==> src/sv/fsa_pkg.sv <==
// fsa_pkg: shared types and constants for the first-fit segment allocator
// used by fsa_ctrl, fsa_datapath, the top level and the checker
`default_nettype none

package fsa_pkg;

  // default depth of the segment table
  localparam int unsigned MaxSegmentsDef = 32;
  // byte count and offset width
  localparam int unsigned SizeW = 16;
  // pool size after reset
  localparam logic [SizeW-1:0] PoolSizeReset = 16'hFFFF;

  // result codes
  typedef enum logic [1:0] {
    ST_OK       = 2'd0,
    ST_NOFIT    = 2'd1,
    ST_NOTFOUND = 2'd2,
    ST_FULL     = 2'd3
  } status_e;

  // one table entry
  typedef struct packed {
    logic             used;
    logic [SizeW-1:0] size;
  } seg_t;

  // datapath commands, one per cycle
  typedef enum logic [3:0] {
    CMD_NONE,
    CMD_INIT,
    CMD_LOAD,
    CMD_READ_IDX,
    CMD_READ_NEXT,
    CMD_READ_SP,
    CMD_SCAN_STEP,
    CMD_ALLOC_HIT,
    CMD_FREE_HIT,
    CMD_NEXT_MERGE,
    CMD_MERGE_WR,
    CMD_SHUP_WR,
    CMD_SHDN_WR,
    CMD_SPLIT_WR,
    CMD_MARK_WR,
    CMD_FINISH
  } dp_cmd_e;

  // controller to datapath
  typedef struct packed {
    dp_cmd_e cmd;
    status_e status;
  } dp_ctrl_t;

  // datapath to controller
  typedef struct packed {
    logic init_pend;
    logic op_free;
    logic req_zero;
    logic fit;
    logic exact;
    logic full;
    logic last;
    logic match;
    logic zero_hit;
    logic merge_shift;
    logic shup_last;
    logic shdn_last;
    logic out_free;
  } dp_stat_t;

  // controller states
  typedef enum logic [3:0] {
    S_IDLE,
    S_SCAN_RD,
    S_SCAN_CHK,
    S_NEXT_RD,
    S_NEXT_CHK,
    S_MERGE_WR,
    S_SHDN_RD,
    S_SHDN_WR,
    S_SHUP_RD,
    S_SHUP_WR,
    S_SPLIT_WR,
    S_MARK_WR,
    S_DONE
  } fsa_state_e;

endpackage

`default_nettype wire

==> src/sv/fsa_datapath.sv <==
// fsa_datapath: segment table memory, scan and shift pointers, result register
// depends on fsa_pkg; driven by fsa_ctrl through dp_ctrl_t commands
`default_nettype none

module fsa_datapath #(
  parameter int unsigned MaxSegments = fsa_pkg::MaxSegmentsDef
) (
  input  wire logic                         clk_i,
  input  wire logic                         rst_ni,
  input  wire logic                         cfg_we_i,
  input  wire logic [fsa_pkg::SizeW-1:0]    cfg_wdata_i,
  input  wire logic                         in_op_i,
  input  wire logic [fsa_pkg::SizeW-1:0]    in_req_i,
  input  wire logic [fsa_pkg::SizeW-1:0]    in_where_i,
  input  wire fsa_pkg::dp_ctrl_t            ctrl_i,
  output fsa_pkg::dp_stat_t                 stat_o,
  output logic                              out_valid_o,
  input  wire logic                         out_ready_i,
  output fsa_pkg::status_e                  out_status_o,
  output logic [fsa_pkg::SizeW-1:0]         out_offset_o
);
  import fsa_pkg::*;

  localparam int unsigned IW = $clog2(MaxSegments);
  localparam int unsigned CW = $clog2(MaxSegments + 1);

  // segment table storage
  seg_t mem [MaxSegments];

  logic [SizeW-1:0] pool_q;
  logic             init_q;
  logic [CW-1:0]    count_q;
  logic [IW-1:0]    idx_q;
  logic [IW-1:0]    sp_q;
  logic [SizeW-1:0] off_q;
  logic [SizeW-1:0] cur_q;
  seg_t             prev_q;
  logic [1:0]       k_q;
  logic             split_q;
  logic             op_q;
  logic [SizeW-1:0] req_q;
  logic [SizeW-1:0] where_q;
  seg_t             rd_q;
  logic             out_valid_q;
  status_e          out_status_q;
  logic [SizeW-1:0] out_offset_q;

  logic [CW-1:0]    idx_nx;
  logic             prev_merge;
  logic [1:0]       k_tot;
  logic [IW-1:0]    t_idx;
  logic [CW:0]      sp_start;
  logic [SizeW-1:0] total;
  logic             we;
  logic [IW-1:0]    wa;
  seg_t             wd;
  logic             rd_en;
  logic [IW-1:0]    ra;

  // merge geometry for a free item
  always_comb begin
    idx_nx     = CW'(idx_q) + CW'(1);
    prev_merge = (idx_q != '0) && !prev_q.used;
    k_tot      = k_q + {1'b0, prev_merge};
    t_idx      = prev_merge ? (idx_q - IW'(1)) : idx_q;
    sp_start   = (CW+1)'(t_idx) + (CW+1)'(1) + (CW+1)'(k_tot);
    total      = prev_merge ? (prev_q.size + cur_q) : cur_q;
  end

  // status toward the controller
  always_comb begin
    stat_o.init_pend   = init_q;
    stat_o.op_free     = op_q;
    stat_o.req_zero    = (req_q == '0);
    stat_o.fit         = !rd_q.used && (rd_q.size >= req_q);
    stat_o.exact       = (rd_q.size == req_q);
    stat_o.full        = (count_q == CW'(MaxSegments));
    stat_o.last        = (idx_nx == count_q);
    stat_o.match       = (off_q == where_q) && (off_q < pool_q);
    stat_o.zero_hit    = (pool_q == '0) && (where_q == '0);
    stat_o.merge_shift = (k_tot != 2'd0) && (sp_start < {1'b0, count_q});
    stat_o.shup_last   = (CW'(sp_q) == idx_nx);
    stat_o.shdn_last   = ((CW'(sp_q) + CW'(1)) == count_q);
    stat_o.out_free    = !out_valid_q || out_ready_i;
  end

  // memory port select
  always_comb begin
    we    = 1'b0;
    wa    = idx_q;
    wd    = rd_q;
    rd_en = 1'b0;
    ra    = idx_q;
    case (ctrl_i.cmd)
      CMD_INIT: begin
        we = 1'b1;
        wa = '0;
        wd = '{used: 1'b0, size: pool_q};
      end
      CMD_MERGE_WR: begin
        we = 1'b1;
        wa = t_idx;
        wd = '{used: 1'b0, size: total};
      end
      CMD_SHUP_WR: begin
        we = 1'b1;
        wa = sp_q + IW'(1);
        wd = rd_q;
      end
      CMD_SHDN_WR: begin
        we = 1'b1;
        wa = sp_q - IW'(k_q);
        wd = rd_q;
      end
      CMD_SPLIT_WR: begin
        we = 1'b1;
        wa = idx_q + IW'(1);
        wd = '{used: 1'b0, size: cur_q - req_q};
      end
      CMD_MARK_WR: begin
        we = 1'b1;
        wa = idx_q;
        wd = '{used: 1'b1, size: req_q};
      end
      CMD_READ_IDX: begin
        rd_en = 1'b1;
        ra    = idx_q;
      end
      CMD_READ_NEXT: begin
        rd_en = 1'b1;
        ra    = idx_q + IW'(1);
      end
      CMD_READ_SP: begin
        rd_en = 1'b1;
        ra    = sp_q;
      end
      default: begin
        we    = 1'b0;
        rd_en = 1'b0;
      end
    endcase
  end

  // table memory, registered read
  always_ff @(posedge clk_i) begin
    if (we) begin
      mem[wa] <= wd;
    end
    if (rd_en) begin
      rd_q <= mem[ra];
    end
  end

  // control state: pool register, entry count, result valid
  always_ff @(posedge clk_i or negedge rst_ni) begin
    if (!rst_ni) begin
      pool_q      <= PoolSizeReset;
      init_q      <= 1'b1;
      count_q     <= CW'(1);
      out_valid_q <= 1'b0;
    end else begin
      if (cfg_we_i) begin
        pool_q <= cfg_wdata_i;
        init_q <= 1'b1;
      end else if (ctrl_i.cmd == CMD_INIT) begin
        init_q <= 1'b0;
      end
      case (ctrl_i.cmd)
        CMD_INIT:    count_q <= CW'(1);
        CMD_MARK_WR: count_q <= count_q + CW'(split_q);
        CMD_FINISH:  count_q <= count_q - CW'(k_q);
        default:     count_q <= count_q;
      endcase
      if (ctrl_i.cmd == CMD_FINISH) begin
        out_valid_q <= 1'b1;
      end else if (out_ready_i) begin
        out_valid_q <= 1'b0;
      end
    end
  end

  // working registers of the current item
  always_ff @(posedge clk_i) begin
    case (ctrl_i.cmd)
      CMD_LOAD: begin
        op_q    <= in_op_i;
        req_q   <= in_req_i;
        where_q <= in_where_i;
        idx_q   <= '0;
        off_q   <= '0;
        k_q     <= 2'd0;
        split_q <= 1'b0;
      end
      CMD_SCAN_STEP: begin
        off_q  <= off_q + rd_q.size;
        idx_q  <= idx_q + IW'(1);
        prev_q <= rd_q;
      end
      CMD_ALLOC_HIT: begin
        cur_q   <= rd_q.size;
        sp_q    <= IW'(count_q - CW'(1));
        split_q <= (rd_q.size != req_q);
      end
      CMD_FREE_HIT: begin
        cur_q <= rd_q.size;
      end
      CMD_NEXT_MERGE: begin
        if (!rd_q.used) begin
          cur_q <= cur_q + rd_q.size;
          k_q   <= 2'd1;
        end
      end
      CMD_MERGE_WR: begin
        sp_q <= IW'(sp_start);
        k_q  <= k_tot;
      end
      CMD_SHUP_WR: sp_q <= sp_q - IW'(1);
      CMD_SHDN_WR: sp_q <= sp_q + IW'(1);
      CMD_FINISH: begin
        out_status_q <= ctrl_i.status;
        out_offset_q <= ((ctrl_i.status == ST_OK) && !op_q) ? off_q : '0;
      end
      default: begin
        idx_q <= idx_q;
      end
    endcase
  end

  assign out_valid_o  = out_valid_q;
  assign out_status_o = out_status_q;
  assign out_offset_o = out_offset_q;

endmodule

`default_nettype wire

==> src/sv/fsa_ctrl.sv <==
// fsa_ctrl: sequencer for scan, split, merge and table shifts
// depends on fsa_pkg; issues dp_ctrl_t commands to fsa_datapath
`default_nettype none

module fsa_ctrl (
  input  wire logic              clk_i,
  input  wire logic              rst_ni,
  input  wire logic              in_valid_i,
  output logic                   in_ready_o,
  input  wire fsa_pkg::dp_stat_t stat_i,
  output fsa_pkg::dp_ctrl_t      ctrl_o
);
  import fsa_pkg::*;

  fsa_state_e state_q, state_d;
  status_e    sts_q, sts_d;

  // state and pending result code
  always_ff @(posedge clk_i or negedge rst_ni) begin
    if (!rst_ni) begin
      state_q <= S_IDLE;
      sts_q   <= ST_OK;
    end else begin
      state_q <= state_d;
      sts_q   <= sts_d;
    end
  end

  // next state and commands
  always_comb begin
    state_d       = state_q;
    sts_d         = sts_q;
    in_ready_o    = 1'b0;
    ctrl_o.cmd    = CMD_NONE;
    ctrl_o.status = sts_q;
    case (state_q)
      S_IDLE: begin
        if (stat_i.init_pend) begin
          ctrl_o.cmd = CMD_INIT;
        end else begin
          in_ready_o = 1'b1;
          if (in_valid_i) begin
            ctrl_o.cmd = CMD_LOAD;
            state_d    = S_SCAN_RD;
          end
        end
      end
      S_SCAN_RD: begin
        ctrl_o.cmd = CMD_READ_IDX;
        state_d    = S_SCAN_CHK;
      end
      S_SCAN_CHK: begin
        if (!stat_i.op_free) begin
          // allocate: first free segment that is big enough
          if (stat_i.req_zero) begin
            sts_d   = ST_NOFIT;
            state_d = S_DONE;
          end else if (stat_i.fit && stat_i.exact) begin
            ctrl_o.cmd = CMD_ALLOC_HIT;
            state_d    = S_MARK_WR;
          end else if (stat_i.fit && stat_i.full) begin
            sts_d   = ST_FULL;
            state_d = S_DONE;
          end else if (stat_i.fit) begin
            ctrl_o.cmd = CMD_ALLOC_HIT;
            state_d    = stat_i.last ? S_SPLIT_WR : S_SHUP_RD;
          end else begin
            ctrl_o.cmd = CMD_SCAN_STEP;
            if (stat_i.last) begin
              sts_d   = ST_NOFIT;
              state_d = S_DONE;
            end else begin
              state_d = S_SCAN_RD;
            end
          end
        end else begin
          // free: segment that starts at the given offset
          if (stat_i.match) begin
            ctrl_o.cmd = CMD_FREE_HIT;
            state_d    = stat_i.last ? S_MERGE_WR : S_NEXT_RD;
          end else begin
            ctrl_o.cmd = CMD_SCAN_STEP;
            if (stat_i.last) begin
              sts_d   = stat_i.zero_hit ? ST_OK : ST_NOTFOUND;
              state_d = S_DONE;
            end else begin
              state_d = S_SCAN_RD;
            end
          end
        end
      end
      S_NEXT_RD: begin
        ctrl_o.cmd = CMD_READ_NEXT;
        state_d    = S_NEXT_CHK;
      end
      S_NEXT_CHK: begin
        ctrl_o.cmd = CMD_NEXT_MERGE;
        state_d    = S_MERGE_WR;
      end
      S_MERGE_WR: begin
        ctrl_o.cmd = CMD_MERGE_WR;
        sts_d      = ST_OK;
        state_d    = stat_i.merge_shift ? S_SHDN_RD : S_DONE;
      end
      S_SHDN_RD: begin
        ctrl_o.cmd = CMD_READ_SP;
        state_d    = S_SHDN_WR;
      end
      S_SHDN_WR: begin
        ctrl_o.cmd = CMD_SHDN_WR;
        state_d    = stat_i.shdn_last ? S_DONE : S_SHDN_RD;
      end
      S_SHUP_RD: begin
        ctrl_o.cmd = CMD_READ_SP;
        state_d    = S_SHUP_WR;
      end
      S_SHUP_WR: begin
        ctrl_o.cmd = CMD_SHUP_WR;
        state_d    = stat_i.shup_last ? S_SPLIT_WR : S_SHUP_RD;
      end
      S_SPLIT_WR: begin
        ctrl_o.cmd = CMD_SPLIT_WR;
        state_d    = S_MARK_WR;
      end
      S_MARK_WR: begin
        ctrl_o.cmd = CMD_MARK_WR;
        sts_d      = ST_OK;
        state_d    = S_DONE;
      end
      S_DONE: begin
        if (stat_i.out_free) begin
          ctrl_o.cmd = CMD_FINISH;
          state_d    = S_IDLE;
        end
      end
      default: begin
        state_d = S_IDLE;
      end
    endcase
  end

endmodule

`default_nettype wire

==> src/sv/first_fit_segment_allocator.sv <==
// first_fit_segment_allocator: top level, stream ports and configuration port
// depends on fsa_pkg, fsa_ctrl and fsa_datapath
//
// channel  | direction | fields (lsb first)
// s_axis   | in        | tuser: operation; tdata: request_size, block_offset
// m_axis   | out       | tdata: status, result_offset, zero pad to 24 bits
// cfg      | in        | cfg_wdata: pool_size, written when cfg_we is high
//
// one item at a time; the scan reads the single-port table memory with a read state
// and a check state per segment examined, and a split or merge moves every later
// entry with a read state and a write state for each entry
// after reset or a pool_size write an init command rewrites entry 0 before s_axis is ready
// the result register lets the next item be taken while m_axis is stalled
`default_nettype none

module first_fit_segment_allocator #(
  parameter int unsigned MaxSegments = fsa_pkg::MaxSegmentsDef
) (
  input  wire logic                      clk_i,
  input  wire logic                      rst_ni,
  input  wire logic                      s_axis_tvalid_i,
  output logic                           s_axis_tready_o,
  input  wire logic [31:0]               s_axis_tdata_i,  // request_size, block_offset
  input  wire logic                      s_axis_tuser_i,  // operation
  output logic                           m_axis_tvalid_o,
  input  wire logic                      m_axis_tready_i,
  output logic [23:0]                    m_axis_tdata_o,  // status, result_offset, pad
  input  wire logic                      cfg_we_i,
  input  wire logic [fsa_pkg::SizeW-1:0] cfg_wdata_i      // pool_size
);
  import fsa_pkg::*;

  dp_ctrl_t         ctrl;
  dp_stat_t         stat;
  status_e          out_status;
  logic [SizeW-1:0] out_offset;

  // sequencer
  fsa_ctrl u_ctrl (
    .clk_i      (clk_i),
    .rst_ni     (rst_ni),
    .in_valid_i (s_axis_tvalid_i),
    .in_ready_o (s_axis_tready_o),
    .stat_i     (stat),
    .ctrl_o     (ctrl)
  );

  // table and result register
  fsa_datapath #(
    .MaxSegments (MaxSegments)
  ) u_datapath (
    .clk_i        (clk_i),
    .rst_ni       (rst_ni),
    .cfg_we_i     (cfg_we_i),
    .cfg_wdata_i  (cfg_wdata_i),
    .in_op_i      (s_axis_tuser_i),
    .in_req_i     (s_axis_tdata_i[15:0]),
    .in_where_i   (s_axis_tdata_i[31:16]),
    .ctrl_i       (ctrl),
    .stat_o       (stat),
    .out_valid_o  (m_axis_tvalid_o),
    .out_ready_i  (m_axis_tready_i),
    .out_status_o (out_status),
    .out_offset_o (out_offset)
  );

  // result packing
  assign m_axis_tdata_o = {6'b0, out_offset, out_status};

endmodule

`default_nettype wire

==> config.mk <==
export PLATFORM = sky130hd
export DESIGN_NAME = first_fit_segment_allocator
export DESIGN_NICKNAME = d
export VERILOG_FILES = /design/src/sv/fsa_pkg.sv /design/src/sv/fsa_datapath.sv /design/src/sv/fsa_ctrl.sv /design/src/sv/first_fit_segment_allocator.sv
export SDC_FILE = /design/constraint.sdc
export NUM_CORES = 1
export LEC_CHECK = 0
export BUFFER_PORTS_ARGS = -buffer_cell sky130_fd_sc_hd__buf_4
export CORE_MARGIN = 2
export CORE_UTILIZATION = 50
export DETAILED_ROUTE_END_ITERATION = 10
export PLACE_DENSITY_LB_ADDON = 0.05
export RECOVER_POWER = 50
export SYNTH_ARGS = -nofsm -noshare
export SYNTH_HDL_FRONTEND = slang
export SYNTH_SLANG_ARGS = --single-unit
export TNS_END_PERCENT = 50
==> constraint.sdc <==
create_clock -name clk_i -period 11.9 [get_ports clk_i]
set_clock_uncertainty 0.15 [all_clocks]
set_input_delay 1.19 -clock clk_i [delete_from_list [all_inputs] [get_ports clk_i]]
set_output_delay 1.19 -clock clk_i [all_outputs]
set_load 0.1 [all_outputs]
==> results_dict.tcl, run 1 <==
set metrics [dict create \
    cts_made_buffers 77 \
    gp_congestion 0.937 \
    cp-end-kind "register" \
    max_freq_mhz 141 \
    grt_antenna_before_repair 0 \
    synth_top_area_share_pct 60.0 \
    ctsResizeCount 0 \
    final_cell_mix "edfxtp_1, nand2_1, mux2i_1" \
    async_reset_ff_share_pct 4.26 \
    io_pins 80 \
    synth_edf_count 674 \
    via_per_inst 6.04 \
    max_slew.worst_pin.slew_ps 3950 \
    dieHeight_microns 264 \
    ant_nets 0 \
    yosys-top-cells-area "edfxtp_1, mux2i_1, nand2_1" \
    cts_buffer_depth 3 \
    clkLatencyLatePin_ps 630 \
    rr_worst_depth 6 \
    rsz0062_at_grt "false" \
    final_cell_count_no_fill 3682 \
    reg2reg_to "u_datapath.mem[4][5]" \
    crit_slowest_cell "a31oi_1" \
    slew_violations 560 \
    crit_chain "nor2_1 > nand3_1 > nand3_1 > clkbuf_1 > nor2_1 > a31oi_1" \
    cellPowerDensity_nw_per_um2 309 \
    hold_class "reg -> reg" \
    cp-start-kind "register" \
    row_count 95 \
    synth_ff_type "edfxtp_1" \
    area_growth_pct 11.7 \
    post_synth.cell_area_avg_sq_um 12.7 \
    holdPathEnd "u_datapath.out_status_o[0]" \
    cts.reportedPaths.clkPinSlew_ps 60 \
    drive_gt1_share_pct 9.75 \
    synth-xor-area-share_pct 2.68 \
    grt_pass1_vias 21500 \
    synthMuxAreaShare_pct 6.50 \
    layout.nets 2921 \
    relSlewSlack_pct -165 \
    cap_violations 17 \
    grtUsageTotal_pct 27.7 \
    finalCritPeriodShare_pct 59.5 \
    num_vias 22200 \
    grt_overflow 0 \
    critPathMaxStageDelay_ps 2740 \
    dieArea_sq_um 69500 \
    first_iter_violations 2171 \
    holdPathStages 0 \
    synth_top_area_cell "edfxtp_1" \
    portBuffers 73 \
    finalHoldViolCount 0 \
    cp-startpoint "u_ctrl.state_q[1]" \
    die_width_microns 264 \
    core-area_sq_um 66900 \
    crit_arrival_ps 6790 \
    synth_cells 2653 \
    cts-root-buf "clkbuf_16" \
    hpwlAfterDp_mm 64.2 \
    dp.cells 3544 \
    p_leak_uw 0.0136 \
    violations "max-capacitance violations, max-slew violations" \
    post_cts_buffers 0 \
    yosysWarningCount 0 \
    detail_route.first_pass.iterations 6 \
    num_antenna_cells 0 \
    critPathKind "reg -> reg" \
    synth_compound_area_share_pct 9.97 \
    cts_hold_buffers 0 \
    fin_area_sq_um 37700 \
    required_ps 11610 \
    dpl-instance-area_sq_um 35500 \
    synthAdderAreaFrac_pct 4.53 \
    start_util_pct 50.4 \
    cts_sinks 704 \
    cts_tree "yes" \
    drt-wirelength-per-cell_microns 26.1 \
    mostFrequentLayoutCell "edfxtp_1" \
    yosysSeqAreaShare_pct 62.3 \
    setup_violations 0 \
    htreeDepth 3 \
    hold_ws_ps 346 \
    grt_max_degree 154 \
    ys_ff_latch 704 \
    grt_first_pass_wirelength_mm 142 \
    crit_path_max_fanout 32 \
    synth_top_family_by_area "simple AND/OR/NAND/NOR gates" \
    reg2reg_slack_ps 4820 \
    reg2reg_from "u_ctrl.state_q[1]" \
    routed_wl_mm 96.3 \
    ys_types 89 \
    min-delay-start "u_ctrl.sts_q[0]" \
    fin_crit_ps 7080 \
    syn_area_sq_um 33700 \
    yosys.area_share.simple_pct 11.3 \
    ir_drop_v 0.000231 \
    status "finished with violations" \
    setup_tns_ps 0 \
    drc 0 \
]
area by class of cell:
class                           instances  area [sq um]
Fill cell                            5565         29300
Sequential cell                       704         21000
Multi-Input combinational cell       1751         11900
Clock buffer                           99          2060
Tap cell                              873          1090
Timing Repair Buffer                  139           897
Clock inverter                         39           357
Inverter                               77           290
worst max path at each step:
stage / end / depth (start not counted)
floorplan: u_datapath.mem[0][12] / 12
global placement: u_ctrl.state_q[3] / 18
detailed placement: u_ctrl.state_q[3] / 18
CTS: u_ctrl.state_q[3] / 18
global route: u_datapath.mem[21][5] / 6
finish: u_datapath.mem[4][5] / 6
metal layers:
layer	track usage (%)	routed length (microns)	up-vias
li1	-	-	10200
met1	37.6	40900	11100
met2	44.8	45400	788
met3	3.71	5470	195
met4	12.3	4480	0
met5	0	0	-
registers in the layout, summed over array words and instances (netlist names), 6 cells and up:
register,flops
u_datapath.out_offset_o,16
u_datapath.where_q,16
u_datapath.mem,544
u_datapath.off_q,16
u_datapath.rd_q,17
u_datapath.cur_q,16
u_datapath.req_q,16
u_datapath.prev_q,17
u_datapath.pool_q,16
u_datapath.count_q,6
critical path, delay by kind of cell, from the launching register on:
| family | cells | cell delay, ps |
|---|---|---|
| and+or+nand+nor | 4 | 1690 |
| DFF | 1 | 670 |
| buffers and inverters | 1 | 1000 |
| AOI/OAI and AO/OA | 1 | 2740 |
cells by family after synthesis:
logic type,Yosys count
simple gates,842
compound gates,485
other cells,1
buf+inv,203
fa+ha+maj,118
flops,704
mux,197
xor+xnor,103
where the power goes:
part           switching [uW]  total, uW  leakage [uW]  internal, uW
Clock                     981       2300       0.00118          1320
Sequential                318       4170       0.00645          3860
Combinational            3610       5160       0.00599          1550
Total                    4910      11600        0.0136          6720
synth_stat cells, types with 22 or more instances:
master	n
a21oi_1	92
inv_1	75
ha_1	110
xor2_1	47
edfxtp_1	674
mux2i_1	176
nor2_1	152
o31ai_1	22
o21ai_0	90
buf_2	30
xnor2_1	56
nand2_1	391
nor2b_1	60
nor3_1	31
o211ai_1	46
nand3_1	86
clkbuf_1	65
a211oi_1	80
and2_1	25
metrics by stage:
step	utilization, %	power (uW)	setup slack (ps)
final	56.3	11600	4820
after global routing	56.3	12200	4530
after CTS	56.6	11700	6480
after detailed placement	53.0	9370	6510
after global placement	53.0	9300	6600
after floorplan	-	7390	7750
(Power assumes the default switching activity.)
==> run 2: changes to the inputs <==
--- a/config.mk
+++ b/config.mk
@@ -5,6 +5,7 @@
 export SDC_FILE = /design/constraint.sdc
 export NUM_CORES = 1
 export LEC_CHECK = 0
+export ABC_AREA = 1
 export BUFFER_PORTS_ARGS = -buffer_cell sky130_fd_sc_hd__buf_4
 export CORE_MARGIN = 2
 export CORE_UTILIZATION = 50
==> constraint.sdc (replaced) <==
create_clock -name clk_i -period 7.22 [get_ports clk_i]
set_clock_uncertainty 0.15 [all_clocks]
set_input_delay 0.722 -clock clk_i [delete_from_list [all_inputs] [get_ports clk_i]]
set_output_delay 0.722 -clock clk_i [all_outputs]
set_load 0.1 [all_outputs]
==> run 2 against run 1 <==
Critical endpoint is now u_datapath.mem[0][5]. Clock power increased by 74%. Combinational power increased by 76%. Core utilization decreased by 0.094 points. Sequential share of layout area decreased by 2.4 points. Fmax increased by 21%. The flow still finishes with violations (max-capacitance violations, max-slew violations).
==> results_dict.tcl, run 2 <==
set metrics [dict create \
    yosysSeqAreaShare_pct 59.5 \
    top_regs "u_datapath.mem: 544 flops, u_datapath.prev_q: 17 flops, u_datapath.rd_q: 17 flops" \
    gp_congestion 0.948 \
    crit_chain "inv_1 > ha_1 > nand2_1 > nor2_1 > nand2_1 > nand2_1 > inv_1 > o21ai_0 > o2111ai_1 > clkbuf_1" \
    critPathTopFamily "compound AO/OA/AOI/OAI gates" \
    ctsResizeCount 0 \
    final_cell_mix "nand2_1, edfxtp_1, inv_1" \
    finalHoldViolCount 0 \
    power_frac_comb_pct 46.1 \
    ys_ff_latch 704 \
    cp-end-kind "register" \
    drive_gt1_share_pct 6.61 \
    fin_crit_ps 5850 \
    routed_wl_mm 105 \
    rsz0062_at_grt "false" \
    synth_cells 3641 \
    cts_buffer_depth 3 \
    io_pins 80 \
    synth_ff_type "edfxtp_1" \
    mostFrequentLayoutCell "nand2_1" \
    hpwlAfterDp_mm 68.8 \
    portBuffers 73 \
    yosysWarningCount 0 \
    grt_first_pass_wirelength_mm 158 \
    drc 0 \
    setup_tns_ps 0 \
    relSlewSlack_pct -63.4 \
    slew_violations 447 \
    detail_route.first_pass.iterations 6 \
    die_width_microns 270 \
    dp.cells 4584 \
    cts.reportedPaths.clkPinSlew_ps 60 \
    path_buf_inv 3 \
    cts_sinks 704 \
    hold_class "in -> reg" \
    synth_edf_count 674 \
    clkPwrFrac_pct 20.4 \
    htreeDepth 3 \
    row_count 97 \
    core-area_sq_um 70000 \
    p_switching_uw 8880 \
    cts-root-buf "clkbuf_16" \
    critPathMaxStageDelay_ps 1810 \
    grt_pass1_vias 25300 \
    crit_path_max_fanout 27 \
    post_synth.cell_area_avg_sq_um 9.71 \
    cts_tree "yes" \
    hold_ws_ps 122 \
    p_int_uw 10800 \
    synth.cells.most_frequent "nand2_1, edfxtp_1, inv_1" \
    drt-wirelength-per-cell_microns 22.1 \
    pwr-share-seq_pct 33.5 \
    cellPowerDensity_nw_per_um2 500 \
    grtUsageTotal_pct 28.7 \
    max_freq_mhz 171 \
    dieArea_sq_um 72800 \
    ant_nets 0 \
    yosys.cell_count.top_type "nand2_1" \
    layout.nets 3895 \
    final_cell_count_no_fill 4726 \
    status "finished with violations" \
    clkLatencyLatePin_ps 650 \
    required_ps 7360 \
    max_slew.worst_pin.slew_ps 2450 \
    switching_share_pct 45.2 \
    yosys-top-cells-area "edfxtp_1, nand2_1, nand3_1" \
    via_per_inst 5.53 \
    cap_violations 14 \
    p_leak_uw 0.0164 \
    critPathKind "reg -> reg" \
    ys_types 50 \
    grt_antenna_before_repair 1 \
    num_vias 26100 \
    violations "max-capacitance violations, max-slew violations" \
    largest_register_ffs 544 \
    cp-start-kind "register" \
    finalCritPeriodShare_pct 81.0 \
    area_growth_pct 11.3 \
    crit_arrival_ps 5990 \
    synth_top_area_share_pct 57.3 \
    start_util_pct 50.5 \
    grt_max_degree 202 \
    grt_overflow 0 \
    ir_drop_v 0.000363 \
    setup_violations 0 \
    dieHeight_microns 270 \
    synth_top_area_cell "edfxtp_1" \
    syn_area_sq_um 35300 \
    async_reset_ff_share_pct 4.26 \
    regMostFlops "u_datapath.mem" \
    cts_made_buffers 77 \
    crit_slowest_cell "o2111ai_1" \
    first_iter_violations 2503 \
    cp_common_cell "nand2_1" \
]
## run 2: cell count changes in the layout (fill, tap and decap cells not counted), sizes merged, moves of 24 or more
| cell | change |
|---|---|
| nand2 | +686 |
| inv | +407 |
| nand3 | +285 |
| mux2i | -176 |
| a211oi | -76 |
| o211ai | +67 |
| nor2b | -60 |
| nor2 | +41 |
| xnor2 | -35 |
| nand3b | +24 |
## run 2: power by group through the flow
stage                     combinational, uW  clock [uW]  sequential (uW)
after floorplan                        5830           0             6460
after global placement                 9030           0             6590
after detailed placement               9130           0             6600
after CTS                              9170        4070             6520
after global routing                  10000        4220             6630
final                                  9070        4000             6590
## run 2: path summary, 6_finish.rpt
| check | startpoint | end | slack, ps | depth (start not counted) |
|---|---|---|---|---|
| min in group asynchronous | rst_ni | u_ctrl.sts_q[1] | 990 | 2 |
| max in group asynchronous | rst_ni | u_datapath.out_valid_o | 4860 | 2 |
| max reg2reg | u_datapath.idx_q[0] | u_datapath.mem[0][5] | 1370 | 10 |
| min reg2reg | u_ctrl.sts_q[1] | u_datapath.out_status_o[1] | 350 | 0 |
| min | s_axis_tdata_i[27] | u_datapath.where_q[11] | 120 | 1 |
| max | u_datapath.idx_q[0] | u_datapath.mem[0][5] | 1370 | 10 |
## run 2: routing by layer
layer  share of wire [%]  wire length [microns]  track usage, %  vias to the layer above
met1                  42                  44300            38.9                    12600
li1                    -                      -               -                    12500
met2                  47                  49600            47.5                      916
met5                   0                      0               0                        -
met4                 3.6                   3810            10.4                        0
met3                 6.5                   6780            4.04                      215
## run 2: worst register-to-register path, cell delays in order, from the launching register on
cell and delay, ps:
edfxtp_1 590, inv_1 310, ha_1 320, nand2_1 80
nor2_1 50, nand2_1 70, nand2_1 290, inv_1 730
o21ai_0 290, o2111ai_1 1810, clkbuf_1 810
## run 2: per-stage QoR
step | utilization [%] | power [uW] | setup WS [ps] | area [sq um]
2_1_floorplan | - | 12300 | 3300 | 35400
3_3_place_gp | 52.8 | 15600 | 2330 | 37000
3_5_place_dp | 52.8 | 15700 | 2310 | 37000
4_1_cts | 56.4 | 19800 | 2300 | 39500
5_1_grt | 56.2 | 20900 | 975 | 39300
6_report | 56.2 | 19700 | 1370 | 39300
## run 2: logic make-up after synthesis
| group | count (synthesis) | share of synthesized area, % |
|---|---|---|
| buffers and inverters | 633 | 7.39 |
| and+or+nand+nor | 1736 | 20.6 |
| xor gates and xnor gates | 55 | 1.36 |
| AOI/OAI and AO/OA | 395 | 6.89 |
| adders and majority gates | 117 | 4.29 |
| other | 1 | 0.0106 |
| DFF | 704 | 59.5 |
## run 2: final cells by class
class,instances,area [sq um]
timing repair buffer,143,935
inverter,489,1840
fill,6176,30700
clock buffer,99,2030
antenna,1,2.50
multi-input combinational,2309,11800
tap,940,1180
clock inverter,41,537
sequential,704,21000
## run 2: repair_timing
action,in CTS,in global routing
hold buffers,1,0
setup buffers,0,0
hold endpoints to repair,12,0
